--- src/rtl/core/hpt_pkg.sv ---
package hpt_pkg;

  localparam int BUCKETS_DEF = 64;
  localparam int WAYS_DEF    = 4;

  localparam int KIND_W = 2;
  localparam int PAGE_W = 20;
  localparam int BIDX_W = 6;
  localparam int CNT_W  = 32;
  localparam int DROP_W = 5;

  localparam logic [KIND_W-1:0] KIND_ACCESS = 2'd0;
  localparam logic [KIND_W-1:0] KIND_FLUSH  = 2'd1;
  localparam logic [KIND_W-1:0] KIND_CLEAR  = 2'd2;

  // bucket hash: ((HASH_MUL * page + HASH_ADD) mod HASH_MOD) mod BUCKETS
  localparam int HASH_X_W  = 36;
  localparam int HASH_HI_W = 16;
  localparam int HASH_SH   = 20;
  localparam int HASH_M_W  = 21;
  localparam int HASH_R0_W = 23;
  localparam logic [15:0]         HASH_MUL = 16'd35759;
  localparam logic [HASH_X_W-1:0] HASH_ADD = 36'd128932;
  localparam logic [HASH_M_W-1:0] HASH_MOD = 21'd1302397;
  localparam logic [19:0] HASH_RECIP = 20'(64'd1099511627776 / 64'(HASH_MOD));

  typedef struct packed {
    logic              valid;
    logic              dirty;
    logic              owner;
    logic [PAGE_W-1:0] page;
  } slot_t;

  typedef struct packed {
    logic [KIND_W-1:0] kind;
    logic [PAGE_W-1:0] page_number;
    logic              owner;
    logic              is_write;
    logic [BIDX_W-1:0] bucket_index;
  } in_word_t;

  typedef struct packed {
    logic             hit;
    logic             full_res;
    logic [CNT_W-1:0] disk_reads;
    logic [CNT_W-1:0] disk_writes;
    logic [CNT_W-1:0] inserts_owner0;
    logic [CNT_W-1:0] inserts_owner1;
    logic [CNT_W-1:0] inserts_total;
  } out_word_t;

  typedef struct packed {
    logic load_in;
    logic hash_start;
    logic rd_en;
    logic upd_en;
    logic out_load;
    logic clr_en;
  } cmd_t;

  typedef struct packed {
    logic in_access;
    logic in_row;
    logic hash_done;
    logic clr_last;
    logic out_free;
  } stat_t;

  function automatic logic [CNT_W-1:0] sat_add(input logic [CNT_W-1:0] v,
                                               input logic [DROP_W-1:0] n);
    logic [CNT_W:0] s;
    s = {1'b0, v} + (CNT_W+1)'(n);
    return s[CNT_W] ? {CNT_W{1'b1}} : s[CNT_W-1:0];
  endfunction

endpackage

--- src/rtl/core/hpt_ctrl.sv ---
module hpt_ctrl (
  input  logic            clk,
  input  logic            rst_n,
  input  logic            in_valid,
  output logic            in_ready,
  input  hpt_pkg::stat_t  st,
  output hpt_pkg::cmd_t   cmd
);

  typedef enum logic [5:0] {
    ST_CLEAR  = 6'b000001,
    ST_IDLE   = 6'b000010,
    ST_HASH   = 6'b000100,
    ST_READ   = 6'b001000,
    ST_UPDATE = 6'b010000,
    ST_POST   = 6'b100000
  } state_t;

  state_t state_r, state_nxt;

  always_comb begin
    state_nxt = state_r;
    cmd       = '0;
    unique case (state_r)
      ST_CLEAR: begin
        cmd.clr_en = 1'b1;
        if (st.clr_last) begin
          state_nxt = ST_IDLE;
        end
      end
      ST_IDLE: begin
        if (in_valid) begin
          cmd.load_in = 1'b1;
          priority if (st.in_access) begin
            cmd.hash_start = 1'b1;
            state_nxt      = ST_HASH;
          end else if (st.in_row) begin
            state_nxt = ST_READ;
          end else begin
            state_nxt = ST_POST;
          end
        end
      end
      ST_HASH: begin
        if (st.hash_done) begin
          state_nxt = ST_READ;
        end
      end
      ST_READ: begin
        cmd.rd_en = 1'b1;
        state_nxt = ST_UPDATE;
      end
      ST_UPDATE: begin
        cmd.upd_en = 1'b1;
        state_nxt  = ST_POST;
      end
      ST_POST: begin
        if (st.out_free) begin
          cmd.out_load = 1'b1;
          state_nxt    = ST_IDLE;
        end
      end
      default: begin
        state_nxt = ST_CLEAR;
      end
    endcase
  end

  always_ff @(posedge clk) begin
    if (!rst_n) begin
      state_r <= ST_CLEAR;
    end else begin
      state_r <= state_nxt;
    end
  end

  assign in_ready = (state_r == ST_IDLE);

endmodule

--- config.mk ---
export PLATFORM = sky130hd
export DESIGN_NAME = hpt_ctrl
export DESIGN_NICKNAME = d
export VERILOG_FILES = /design/src/rtl/core/hpt_pkg.sv /design/src/rtl/core/hpt_ctrl.sv
export SDC_FILE = /design/constraint.sdc
export NUM_CORES = 1
export LEC_CHECK = 0
export CORE_AREA = 2 2 39 41
export DETAILED_ROUTE_END_ITERATION = 8
export DIE_AREA = 0 0 41 43
export DONT_BUFFER_PORTS = 1
export GPL_TIMING_DRIVEN = 0
export PLACE_DENSITY = 0.58
export SYNTH_ARGS = -nofsm -noshare
export SYNTH_HDL_FRONTEND = slang
export SYNTH_SLANG_ARGS = --single-unit
--- constraint.sdc ---
create_clock -name clk -period 1.54 [get_ports clk]
set_clock_uncertainty 0.15 [all_clocks]
set_input_delay 0.154 -clock clk [delete_from_list [all_inputs] [get_ports clk]]
set_output_delay 0.154 -clock clk [all_outputs]
set_load 0.02 [all_outputs]
==> impl_metrics.env <==
export IMPL_die_area_sq_mm=0.00176
export IMPL_grt_pass1_wl_microns=1840
export IMPL_worstPathArrival_ps=1520
export IMPL_cts_max_level=1
export IMPL_drive_above_1_share=0.582
export IMPL_outcome="complete, but fails checks"
export IMPL_slowest_stage="dfxtp_4"
export IMPL_power_density_mw_per_mm2=884
export IMPL_drt_iter0_drc=13
export IMPL_synthTopCellsByCount="dfxtp_1 (6), nand3b_1 (4), o21ai_0 (4)"
export IMPL_drv_slew=0
export IMPL_synth_compound_area_frac=0.251
export IMPL_area_delta_synth_final_pct=51.9
export IMPL_clock_sinks=6
export IMPL_grt_pass1_vias=431
export IMPL_drv_cap=0
export IMPL_grtUsageTotal=0.157
export IMPL_synth_top_cell_area_share=0.262
export IMPL_setup_ws_ps=-281
export IMPL_synthAdderAreaFrac=0
export IMPL_drcViolationCount=0
export IMPL_syn_inst=52
export IMPL_first_pass_iters=4
export IMPL_whs_path_depth=3
export IMPL_worst_r2r_setup_slack_ps=-190
export IMPL_synth_top_area_cell="dfxtp_1"
export IMPL_hp_start="st[1]"
export IMPL_p_leak_nw=0.264
export IMPL_hold_class="in -> reg"
export IMPL_final_antenna_net_count=0
export IMPL_overflow=0
export IMPL_endpoint_kind="output pin"
export IMPL_cp_required_ps=1240
export IMPL_vias=480
export IMPL_clk_latency_ps=250
export IMPL_synth_edf_count=0
export IMPL_diodes=0
export IMPL_relSlewSlack=0.781
export IMPL_path_class="reg -> out"
export IMPL_crit_path_cell_trace="nor4_4, and3b_1, buf_6, and2_4"
export IMPL_regMostFlops="state_r"
export IMPL_slowest_delay_ps=360
export IMPL_fp_dieW_microns=41
export IMPL_rows=14
export IMPL_syn_area_sq_um=458
export IMPL_hold_path_end="state_r[0]$_SDFFE_PN1P_"
export IMPL_routedWlPerCell_microns=16.0
export IMPL_post_route_util=0.503
export IMPL_clockRootBuffer="clkbuf_4"
export IMPL_synthArstFlopShare=0
export IMPL_dp_hpwl_microns=738
export IMPL_tightestPinTransition_ps=329
export IMPL_peakVddDrop_mv=0.361
export IMPL_synth_simple_area_share=0.385
export IMPL_rsz0062_at_grt="true"
export IMPL_yosys_warnings=0
export IMPL_syn_nets=60
export IMPL_antenna_found_initial=0
export IMPL_place_gp_congestion=0.706
export IMPL_yosys_register_bits=6
export IMPL_synth_top_family_by_area="simple AND/OR/NAND/NOR gates"
export IMPL_wl_microns=1330
export IMPL_cts_buffers=3
export IMPL_io_pins=15
export IMPL_cts_tree="yes"
export IMPL_reg2reg_to="state_r[5]$_SDFFE_PN0P_"
export IMPL_syn_area_per_cell_sq_um=8.81
export IMPL_crit_path_max_fanout=7
export IMPL_hold_viol=0
export IMPL_layout_min_cycle_time_ps=1820
export IMPL_nNetsFinal=77
export IMPL_initial_core_util=0.331
export IMPL_finalCritPeriodShare=1.18
export IMPL_reg2reg_depth=4
export IMPL_timing_rr_start="state_r[0]$_SDFFE_PN1P_"
export IMPL_portBuffers=0
export IMPL_core_area_sq_mm=0.00138
export IMPL_synthMuxAreaShare=0
export IMPL_finalSetupTns_ps=-1940
export IMPL_yosysUniqueCellTypes=30
export IMPL_setup_viol=11
export IMPL_crit_path_start_kind="register"
export IMPL_die_h_microns=43
export IMPL_clockBufferDepth=2
export IMPL_fmax_ghz=0.549
export IMPL_top_regs="state_r x6"
export IMPL_synth_area_leaders="dfxtp_1 (26%), nand3b_1 (6.6%), nor4_2 (5.5%)"
export IMPL_post_drt_via_cell_ratio=5.78
export IMPL_violations="negative setup slack"
export IMPL_yosysSeqAreaShare=0.262
export IMPL_synth_xor_area_frac=0.0191
export IMPL_ys_flop_type="dfxtp_1"
export IMPL_grt_max_degree=10
export IMPL_path_clk_slew_ps=50
export IMPL_synth_most_common_cell="dfxtp_1"
export IMPL_largest_register_ffs=6
[cells by family after synthesis]
logic type	after synthesis
flops	6
compound gates	15
simple gates	24
xor+xnor	1
buf+inv	6
[critical path: cells and delay by family (launching register included)]
kind	cells	cell delay, ps
buffers and inverters	1	160
flip-flops	1	360
AND/OR/NAND/NOR	3	740
[area by class of cell]
type / count / area, sq um
fill: 130 / 688
timing repair buffer: 14 / 121
tap: 16 / 20.0
inverter: 3 / 16.3
buffer: 1 / 11.3
clock buffer: 3 / 22.5
multi-input combinational: 40 / 367
sequential: 6 / 138
[repair_timing]
item | 4_1_cts | 5_1_grt
hold buffers | 4 | 1
endpoints found under the setup margin | 12 | 13
resized for setup | 17 | 14
pin swaps | 7 | 7
hold endpoints to repair | 6 | 1
setup buffers | 3 | 7
[placed cells by master (no fill, tap or decap), types with 2 or more instances in the layout]
| cell | n |
|---|---|
| o21ai_0 | 4 |
| buf_6 | 2 |
| clkbuf_4 | 3 |
| nor2_1 | 2 |
| inv_4 | 2 |
| nor4_4 | 2 |
| nand3b_1 | 4 |
| and2_4 | 2 |
| buf_4 | 8 |
| dlygate4sd3_1 | 5 |
| dfxtp_4 | 4 |
| dfxtp_2 | 2 |
| a21oi_1 | 2 |
[layer usage]
metal / GRT usage / part of all wire / vias up
met5: 0 / 0 / -
met4: 0.120 / 0.027 / 0
met3: 0.0209 / 0.058 / 5
li1: - / - / 229
met2: 0.247 / 0.50 / 28
met1: 0.178 / 0.41 / 218
[worst max path at each step]
stage / from / slack (ps) / endpoint / depth (start not counted)
5_1_grt: state_r[5]$_SDFFE_PN0P_ / -330 / cmd[4] / 5
2_1_floorplan: state_r[2]$_SDFFE_PN0P_ / -180 / state_r[5]$_SDFFE_PN0P_ / 5
4_1_cts: state_r[2]$_SDFFE_PN0P_ / -310 / cmd[2] / 3
6_report: state_r[5]$_SDFFE_PN0P_ / -280 / cmd[5] / 4
3_3_place_gp: state_r[5]$_SDFFE_PN0P_ / -280 / state_r[5]$_SDFFE_PN0P_ / 5
3_5_place_dp: state_r[5]$_SDFFE_PN0P_ / -270 / state_r[5]$_SDFFE_PN0P_ / 5
[where the power goes]
part | internal, W | total (W) | switching [W]
logic | 0.000127 | 0.000260 | 0.000134
registers | 0.000175 | 0.000203 | 0.0000281
clock network | 0.0000886 | 0.000151 | 0.0000629
total | 0.000390 | 0.000615 | 0.000225
[metrics by stage]
stage               setup WS, ps  hold WS, ps  instance area, sq um  std cells  power [W]
CTS                         -311         1.12                   607         77   0.000551
global route                -332         39.9                   696         83   0.000648
finish                      -281         22.4                   696         83   0.000615
floorplan                   -175         92.9                   459         52   0.000323
global placement            -277         97.7                   479         68   0.000347
detailed placement          -272         99.0                   479         68   0.000347
Note: power is estimated with default switching activity, not from simulation.
